<file path="src/hw/rtl/lst_pkg.sv">
// Shared types and constants for the sequential list store.
// No dependencies; every other file imports this package.
package lst_pkg;

  localparam int ACTION_BITS   = 3;
  localparam int POSITION_BITS = 5;
  localparam int VALUE_BITS    = 32;
  localparam int LENGTH_BITS   = 5;

  // Action codes
  localparam logic [ACTION_BITS-1:0] ACT_PUSH   = 3'd0;
  localparam logic [ACTION_BITS-1:0] ACT_POP    = 3'd1;
  localparam logic [ACTION_BITS-1:0] ACT_INSERT = 3'd2;
  localparam logic [ACTION_BITS-1:0] ACT_ERASE  = 3'd3;
  localparam logic [ACTION_BITS-1:0] ACT_READ   = 3'd4;
  localparam logic [ACTION_BITS-1:0] ACT_CLEAR  = 3'd5;

  // Result status codes
  localparam logic STAT_DONE     = 1'b0;
  localparam logic STAT_REJECTED = 1'b1;

  // Shift command broadcast to every cell of the chain
  typedef struct packed {
    logic ins;  // open a gap at the slot and load the new word there
    logic era;  // close the gap at the slot from the right neighbor
  } lst_cmd_t;

endpackage

</file>
<file path="src/hw/rtl/lst_if.sv">
// Valid/ready channel interfaces for list requests and list results.
// Depends on lst_pkg for the field widths.
interface lst_req_if;
  import lst_pkg::*;
  logic                     valid;
  logic                     ready;
  logic [ACTION_BITS-1:0]   action;
  logic [POSITION_BITS-1:0] position;
  logic [VALUE_BITS-1:0]    value;

  modport source (output valid, action, position, value, input ready);
  modport sink   (input valid, action, position, value, output ready);
endinterface

interface lst_rsp_if;
  import lst_pkg::*;
  logic                   valid;
  logic                   ready;
  logic                   status;
  logic [VALUE_BITS-1:0]  read_value;
  logic [LENGTH_BITS-1:0] length;
  logic                   is_empty;
  logic                   is_full;

  modport source (output valid, status, read_value, length, is_empty, is_full, input ready);
  modport sink   (input valid, status, read_value, length, is_empty, is_full, output ready);
endinterface

</file>
<file path="src/hw/rtl/lst_cell.sv">
// One storage cell of the list chain: holds a single entry and takes its
// neighbor's word on insert or erase. Depends on lst_pkg for lst_cmd_t.
module lst_cell #(
  parameter int INDEX     = 0,
  parameter int IDX_BITS  = 4,
  parameter int WORD_BITS = 32
) (
  input  logic                 clk,
  input  lst_pkg::lst_cmd_t    cmd,
  input  logic [IDX_BITS-1:0]  slot,
  input  logic [WORD_BITS-1:0] new_word,
  input  logic [WORD_BITS-1:0] left_word,
  input  logic [WORD_BITS-1:0] right_word,
  output logic [WORD_BITS-1:0] word
);
  import lst_pkg::*;

  localparam logic [IDX_BITS-1:0] MY_INDEX = IDX_BITS'(INDEX);

  // Load at the slot, shift up above it on insert, shift down on erase
  always_ff @(posedge clk) begin
    if (cmd.ins) begin
      if (MY_INDEX == slot) begin
        word <= new_word;
      end else if (MY_INDEX > slot) begin
        word <= left_word;
      end
    end else if (cmd.era && (MY_INDEX >= slot)) begin
      word <= right_word;
    end
  end

endmodule

</file>
<file path="src/hw/rtl/sequential_list_store.sv">
// The result beat is registered in the cycle after its request beat is accepted.
// Throughput: one request per cycle while results are taken; the whole
//   chain of cells shifts in parallel in the cycle the request is accepted.
// Reset: clears the entry count and the result valid; cell contents are
//   not reset and are never read before they are written.
module sequential_list_store #(
  parameter int DEPTH     = 16,
  parameter int WORD_BITS = 32
) (
  input logic      clk,
  input logic      rst,
  lst_req_if.sink   req,
  lst_rsp_if.source rsp
);
  import lst_pkg::*;

  localparam int IDX_BITS = $clog2(DEPTH);
  localparam int CNT_BITS = $clog2(DEPTH + 1);
  localparam int CMP_BITS = ((CNT_BITS > POSITION_BITS) ? CNT_BITS : POSITION_BITS) + 1;
  localparam logic [CMP_BITS-1:0] DEPTH_C = CMP_BITS'(DEPTH);

  logic [CNT_BITS-1:0]  count;
  logic [CNT_BITS-1:0]  count_next;
  logic                 accept;
  logic                 status_next;
  logic                 rd_en;
  logic [IDX_BITS-1:0]  rd_idx;
  logic [IDX_BITS-1:0]  slot;
  lst_cmd_t             cmd_raw;
  lst_cmd_t             cmd;
  logic [WORD_BITS-1:0] new_word;
  logic [WORD_BITS-1:0] rd_word;
  logic [63:0]          value_wide;
  logic [63:0]          rd_wide;
  logic [CMP_BITS-1:0]  pos_c;
  logic [CMP_BITS-1:0]  cnt_c;
  logic                 list_full;
  logic                 list_empty;
  logic                 pos_bad;
  logic [WORD_BITS-1:0] cell_word [DEPTH];

  assign req.ready = !rsp.valid || rsp.ready;
  assign accept    = req.valid && req.ready;

  // Fit the incoming word to the entry width
  assign value_wide = 64'(req.value);
  assign new_word   = value_wide[WORD_BITS-1:0];

  assign pos_c      = CMP_BITS'(req.position);
  assign cnt_c      = CMP_BITS'(count);
  assign list_full  = (cnt_c == DEPTH_C);
  assign list_empty = (count == '0);
  assign pos_bad    = (pos_c == '0) || (pos_c > cnt_c);

  // Decode the action into a shift command, a read index and the new count
  always_comb begin
    cmd_raw     = '0;
    slot        = '0;
    rd_en       = 1'b0;
    rd_idx      = '0;
    status_next = STAT_DONE;
    count_next  = count;
    case (req.action)
      ACT_PUSH: begin
        if (list_full) begin
          status_next = STAT_REJECTED;
        end else begin
          cmd_raw.ins = 1'b1;
          slot        = IDX_BITS'(count);
          count_next  = count + 1'b1;
        end
      end
      ACT_POP: begin
        if (list_empty) begin
          status_next = STAT_REJECTED;
        end else begin
          rd_en      = 1'b1;
          rd_idx     = IDX_BITS'(count - 1'b1);
          count_next = count - 1'b1;
        end
      end
      ACT_INSERT: begin
        if ((pos_c == '0) || list_full) begin
          status_next = STAT_REJECTED;
        end else begin
          cmd_raw.ins = 1'b1;
          slot        = ((pos_c - 1'b1) < cnt_c) ? IDX_BITS'(pos_c - 1'b1)
                                                 : IDX_BITS'(count);
          count_next  = count + 1'b1;
        end
      end
      ACT_ERASE: begin
        if (pos_bad) begin
          status_next = STAT_REJECTED;
        end else begin
          cmd_raw.era = 1'b1;
          slot        = IDX_BITS'(pos_c - 1'b1);
          count_next  = count - 1'b1;
        end
      end
      ACT_READ: begin
        if (pos_bad) begin
          status_next = STAT_REJECTED;
        end else begin
          rd_en  = 1'b1;
          rd_idx = IDX_BITS'(pos_c - 1'b1);
        end
      end
      ACT_CLEAR: begin
        count_next = '0;
      end
      default: begin
        status_next = STAT_REJECTED;
      end
    endcase
  end

  assign cmd.ins = cmd_raw.ins && accept;
  assign cmd.era = cmd_raw.era && accept;

  // Chain of cells wired to their neighbors; the left end is fed zero, the right end its own word
  for (genvar i = 0; i < DEPTH; i++) begin : g_cell
    logic [WORD_BITS-1:0] left_word;
    logic [WORD_BITS-1:0] right_word;
    if (i == 0) begin : g_first
      assign left_word = '0;
    end else begin : g_mid_l
      assign left_word = cell_word[i-1];
    end
    if (i == DEPTH - 1) begin : g_last
      assign right_word = cell_word[i];
    end else begin : g_mid_r
      assign right_word = cell_word[i+1];
    end
    lst_cell #(
      .INDEX     (i),
      .IDX_BITS  (IDX_BITS),
      .WORD_BITS (WORD_BITS)
    ) u_cell (
      .clk        (clk),
      .cmd        (cmd),
      .slot       (slot),
      .new_word   (new_word),
      .left_word  (left_word),
      .right_word (right_word),
      .word       (cell_word[i])
    );
  end

  // Pick the popped or read entry before the chain moves
  assign rd_word = rd_en ? cell_word[rd_idx] : '0;
  assign rd_wide = 64'(rd_word);

  // Advance the entry count
  always_ff @(posedge clk) begin
    if (rst) begin
      count <= '0;
    end else if (accept) begin
      count <= count_next;
    end
  end

  // Hold the result beat until it is taken
  always_ff @(posedge clk) begin
    if (rst) begin
      rsp.valid <= 1'b0;
    end else if (accept) begin
      rsp.valid <= 1'b1;
    end else if (rsp.ready) begin
      rsp.valid <= 1'b0;
    end
  end

  always_ff @(posedge clk) begin
    if (accept) begin
      rsp.status     <= status_next;
      rsp.read_value <= rd_wide[VALUE_BITS-1:0];
      rsp.length     <= LENGTH_BITS'(count_next);
      rsp.is_empty   <= (count_next == '0);
      rsp.is_full    <= (CMP_BITS'(count_next) == DEPTH_C);
    end
  end

`ifndef SYNTHESIS
  a_one_shift: assert property (@(posedge clk) disable iff (rst)
    !(cmd.ins && cmd.era))
    else $error("insert and erase issued together");

  a_count_range: assert property (@(posedge clk) disable iff (rst)
    CMP_BITS'(count) <= DEPTH_C)
    else $error("entry count above capacity");

  a_reject_keeps: assert property (@(posedge clk) disable iff (rst)
    (accept && (status_next == STAT_REJECTED)) |=> (count == $past(count)))
    else $error("rejected action changed the count");

  a_clear_result: assert property (@(posedge clk) disable iff (rst)
    (accept && (req.action == ACT_CLEAR)) |=>
      (rsp.valid && (rsp.length == '0) && rsp.is_empty && (rsp.status == STAT_DONE)))
    else $error("clear did not report an empty list");
`endif

endmodule

</file>
<file path="src/flat_wrapper.sv">
// flat-port wrapper written by rule: the top's interface ports become plain ports
module sequential_list_store_flat import lst_pkg::*;
#(
  parameter int DEPTH     = 16,
  parameter int WORD_BITS = 32
)
  (clk, rst, req_valid, req_action, req_position, req_value, req_ready, rsp_valid, rsp_status, rsp_read_value, rsp_length, rsp_is_empty, rsp_is_full, rsp_ready);
  lst_req_if req_i ();
  lst_rsp_if rsp_i ();
  input logic clk;
  input logic rst;
  input wire logic [$bits(req_i.valid)-1:0] req_valid;
  input wire logic [$bits(req_i.action)-1:0] req_action;
  input wire logic [$bits(req_i.position)-1:0] req_position;
  input wire logic [$bits(req_i.value)-1:0] req_value;
  output wire logic [$bits(req_i.ready)-1:0] req_ready;
  output wire logic [$bits(rsp_i.valid)-1:0] rsp_valid;
  output wire logic [$bits(rsp_i.status)-1:0] rsp_status;
  output wire logic [$bits(rsp_i.read_value)-1:0] rsp_read_value;
  output wire logic [$bits(rsp_i.length)-1:0] rsp_length;
  output wire logic [$bits(rsp_i.is_empty)-1:0] rsp_is_empty;
  output wire logic [$bits(rsp_i.is_full)-1:0] rsp_is_full;
  input wire logic [$bits(rsp_i.ready)-1:0] rsp_ready;
  assign req_i.valid = req_valid;
  assign req_i.action = req_action;
  assign req_i.position = req_position;
  assign req_i.value = req_value;
  assign req_ready = req_i.ready;
  assign rsp_valid = rsp_i.valid;
  assign rsp_status = rsp_i.status;
  assign rsp_read_value = rsp_i.read_value;
  assign rsp_length = rsp_i.length;
  assign rsp_is_empty = rsp_i.is_empty;
  assign rsp_is_full = rsp_i.is_full;
  assign rsp_i.ready = rsp_ready;
  sequential_list_store #(.DEPTH(DEPTH), .WORD_BITS(WORD_BITS)) u_core (.clk(clk), .rst(rst), .req(req_i), .rsp(rsp_i));
endmodule
</file>
<file path="config.mk">
export PLATFORM = sky130hd
export DESIGN_NAME = sequential_list_store_flat
export DESIGN_NICKNAME = d
export VERILOG_FILES = /design/src/hw/rtl/lst_pkg.sv /design/src/hw/rtl/lst_if.sv /design/src/hw/rtl/lst_cell.sv /design/src/hw/rtl/sequential_list_store.sv /design/src/flat_wrapper.sv
export SDC_FILE = /design/constraint.sdc
export NUM_CORES = 2
export LEC_CHECK = 0
export BUFFER_PORTS_ARGS = -buffer_cell sky130_fd_sc_hd__buf_2
export CAP_MARGIN = 20
export CELL_PAD_IN_SITES_DETAIL_PLACEMENT = 1
export CELL_PAD_IN_SITES_GLOBAL_PLACEMENT = 1
export CORE_AREA = 2 2 268 270
export DETAILED_ROUTE_END_ITERATION = 10
export DIE_AREA = 0 0 270 272
export PLACE_DENSITY_LB_ADDON = 0.1
export SLEW_MARGIN = 5
export SYNTH_ARGS = -nofsm -noshare
export SYNTH_HDL_FRONTEND = slang
export SYNTH_SLANG_ARGS = --single-unit
</file>
<file path="constraint.sdc">
create_clock -name clk -period 9.2 [get_ports clk]
set_input_delay 1.84 -clock clk [delete_from_list [all_inputs] [get_ports clk]]
set_output_delay 1.84 -clock clk [all_outputs]
set_load 0.02 [all_outputs]
</file>
==> results.json <==
{
  "syn2layout_area_growth_pct": 8.82,
  "gp_congestion": 0.879,
  "multi_input_area_um2": 16600,
  "dpl.hpwl_um": 85400,
  "ir_worst_vdd_uv": 160,
  "drive_gt1_frac": 0.110,
  "die_area_um2": 73400,
  "dr.pass1.iters": 6,
  "synth.yosys.seq_area_share": 0.468,
  "htree_levels": 3,
  "ff2ff_path_depth": 10,
  "cts_tree": "built",
  "wl_um": 160000,
  "hold_violations": 0,
  "synthAdderAreaFrac": 0.00527,
  "period_needed_ns": 7.06,
  "cap_violations": 0,
  "synth_area_leaders": "edfxtp_1 47%, o211ai_1 7.6%, nand2_1 5.6%",
  "start_kind": "input pin",
  "cts-buffers-inserted": 70,
  "std_cell_rows": 98,
  "ff_latch_area_um2": 16700,
  "yosys.cell_types.count": 71,
  "placed_area_um2": 36500,
  "syn_inst": 3514,
  "vias": 34700,
  "hold_buffers": 0,
  "fill_cells": 7559,
  "start_util": 0.504,
  "drtAntennaViolNets": 0,
  "crit_slowest_cell": "or3_2",
  "antenna_found_initial": 4,
  "design_area_um2": 38800,
  "status": "finished, final reports clean",
  "max_freq_ghz": 0.142,
  "synth_xor_area_frac": 0.000983,
  "clkSinkCount": 558,
  "cts-root-buf": "clkbuf_16",
  "netlist.area_leader.share": 0.465,
  "ys_ff_latch": 558,
  "rsz0062_at_grt": "no",
  "grt_pass1_vias": 35000,
  "cp.required_ns": 9.51,
  "port_buffers": 85,
  "io-pin-count": 86,
  "grt_max_degree": 190,
  "min_path_cells": 2,
  "setup_viol": 0,
  "synthSimpleGateAreaFrac": 0.0769,
  "syn_area_um2": 35600,
  "synth_area_per_cell_um2": 10.1,
  "synth-edff-count": 552,
  "synth_mux_area_frac": 0.0376,
  "drcViolationCount": 0,
  "synth_top_family_by_area": "compound AO/OA/AOI/OAI gates",
  "drtIter0Drc": 5329,
  "power_density_nw_per_um2": 181,
  "grt_pass1_wl_um": 237000,
  "die_h_um": 272,
  "via_per_inst": 8.11,
  "tightest_slew_ns": 1.23,
  "critPathMaxFanout": 45,
  "hold_path_class": "flop to flop",
  "synth_ff_type": "edfxtp_1",
  "synth-compound-area-share": 0.334,
  "leakagePower_uw": 0.0124,
  "chipWidth_um": 270,
  "clock_latency_ns": 0.64,
  "async_reset_ff_frac": 0,
  "grt-ovfl-total": 0,
  "cts_resized": 0,
  "coreArea_um2": 70800,
  "route.detailed.wl_per_inst_um": 37.3,
  "synth_warnings": 0,
  "cts_setup_buffers": 0,
  "clock_path_buffers": 3,
  "layout.nets": 3333,
  "slowest_delay_ns": 1.04,
  "slew_headroom": 0.179,
  "finalSetupTns_ns": 0,
  "utilization": 0.548,
  "track_usage": 0.424,
  "critPathArrivalTime_ns": 7.38,
  "path_cells": "buf_2 > inv_1 > ha_1 > xnor2_1 > inv_1 > ha_1 > o2111a_1 > o41ai_1 > o32ai_1 > or2_4 > buf_4 > or3_2 > buf_4 > o211ai_1",
  "syn-num-nets": 3573,
  "fin_crit_sh": 0.768,
  "crit_type": "input pin to flop",
  "slew_violations": 0,
  "synth_top_area_cell": "edfxtp_1",
  "end_kind": "flop",
  "path_clk_slew_ns": 0.05,
  "skew_ns": 0.0360
}
==> logic make-up after synthesis <==
kind of cell	Yosys count
buffers and inverters	670
AND/OR/NAND/NOR	682
AO/OA/AOI/OAI	1455
XOR/XNOR	4
multiplexers	130
flip-flops	558
adder cells (fa/ha/maj)	15
==> cell usage in the layout (no fill, tap or decap), drive strengths merged, types with 11 or more instances in the layout <==
cell	instances
edfxtp	552
nand2	536
o211ai	361
a211oi	254
o311ai	192
buf	180
inv	178
a41o	161
o221ai	127
mux2i	98
a2111oi	96
nor2	90
clkbuf	89
o41ai	65
a22o	64
o21ai	49
mux2	32
a221oi	31
clkinv	28
a21oi	20
ha	15
nand4	11
==> per-layer routing <==
layer	track usage	vias to the layer above	wire length, um
met5	0	-	26
met4	0.251	4	9610
met3	0.105	632	18300
met2	0.647	2625	71300
met1	0.547	17600	60500
li1	-	13900	-
==> sequential cells by signal (all words and copies together), names as in the netlist <==
register / flops
u_core.rsp.is_empty: 1
u_core.rsp.is_full: 1
u_core.g_cell.u_cell.word: 512
u_core.rsp.length: 5
u_core.rsp.read_value: 32
u_core.rsp.status: 1
u_core.rsp.valid: 1
u_core.count: 5
==> final timing paths <==
check,startpoint,end,slack [ns]
worst max-delay path,req_position[0],u_core.g_cell[4].u_cell.word[6],2.14
worst min register to register,u_core.rsp.valid,u_core.rsp.valid,0.57
worst max register to register,u_core.count[2],u_core.g_cell[4].u_cell.word[6],3.27
worst min-delay path,u_core.rsp.valid,u_core.rsp.valid,0.57
==> stage by stage <==
stage / std cells / hold slack (ns) / setup WS [ns] / total power, uW
after floorplan: 3514 / 0.521 / 1.85 / 3690
after global placement: 4147 / 0.503 / 1.81 / 4100
after detailed placement: 4150 / 0.548 / 1.69 / 4140
after CTS: 4277 / 0.563 / 2.27 / 6940
after global routing: 4279 / 0.607 / 1.95 / 7130
final: 4284 / 0.567 / 2.14 / 7000
==> worst max-delay path: cells and delay by family <==
family / cells / cell delay [ns]
AO/OA/AOI/OAI: 4 / 0.94
AND/OR/NAND/NOR: 2 / 1.69
adder cells (fa/ha/maj): 2 / 0.61
XOR/XNOR: 1 / 0.60
buffers and inverters: 5 / 1.63
==> cells in the mapped netlist, types with 3 or more instances <==
library cell and number:
edfxtp_1 552, nand2_1 536, clkbuf_1 363, o211ai_1 360, a211oi_1 254, o311ai_0 189
inv_1 174, a41o_1 161, o221ai_1 126, mux2i_1 98, a2111oi_0 96, nor2_1 90
buf_2 87, o41ai_1 65, a22o_1 64, o21ai_0 43, mux2_2 32, a221oi_1 31
buf_1 27, a21oi_1 19, ha_1 15, buf_6 10, nand4_1 10, or3_1 7
dfxtp_1 6, nor2b_1 6, nor3_1 6, o21ai_1 6, nand3_1 5, o21a_1 5
a21o_1 4, buf_4 4, o31ai_1 4, xnor2_1 4, and2_1 3, clkbuf_2 3
nor4_1 3, o311ai_1 3
==> area by class of cell <==
class,instances,area share
tap,950,0.0306
inverter,176,0.0172
timing repair buffer,182,0.0346
clock buffer,89,0.0487
antenna,5,0.000323
multi-input combinational,2286,0.428
sequential,558,0.431
clock inverter,38,0.00978
==> power by group <==
part	internal [uW]	switching [uW]	total [uW]	leakage [uW]
registers	2940	72.4	3010	0.00515
clock network	1650	1200	2850	0.00111
logic	276	861	1140	0.00615
No activity file was read; power rests on OpenSTA's default activity.
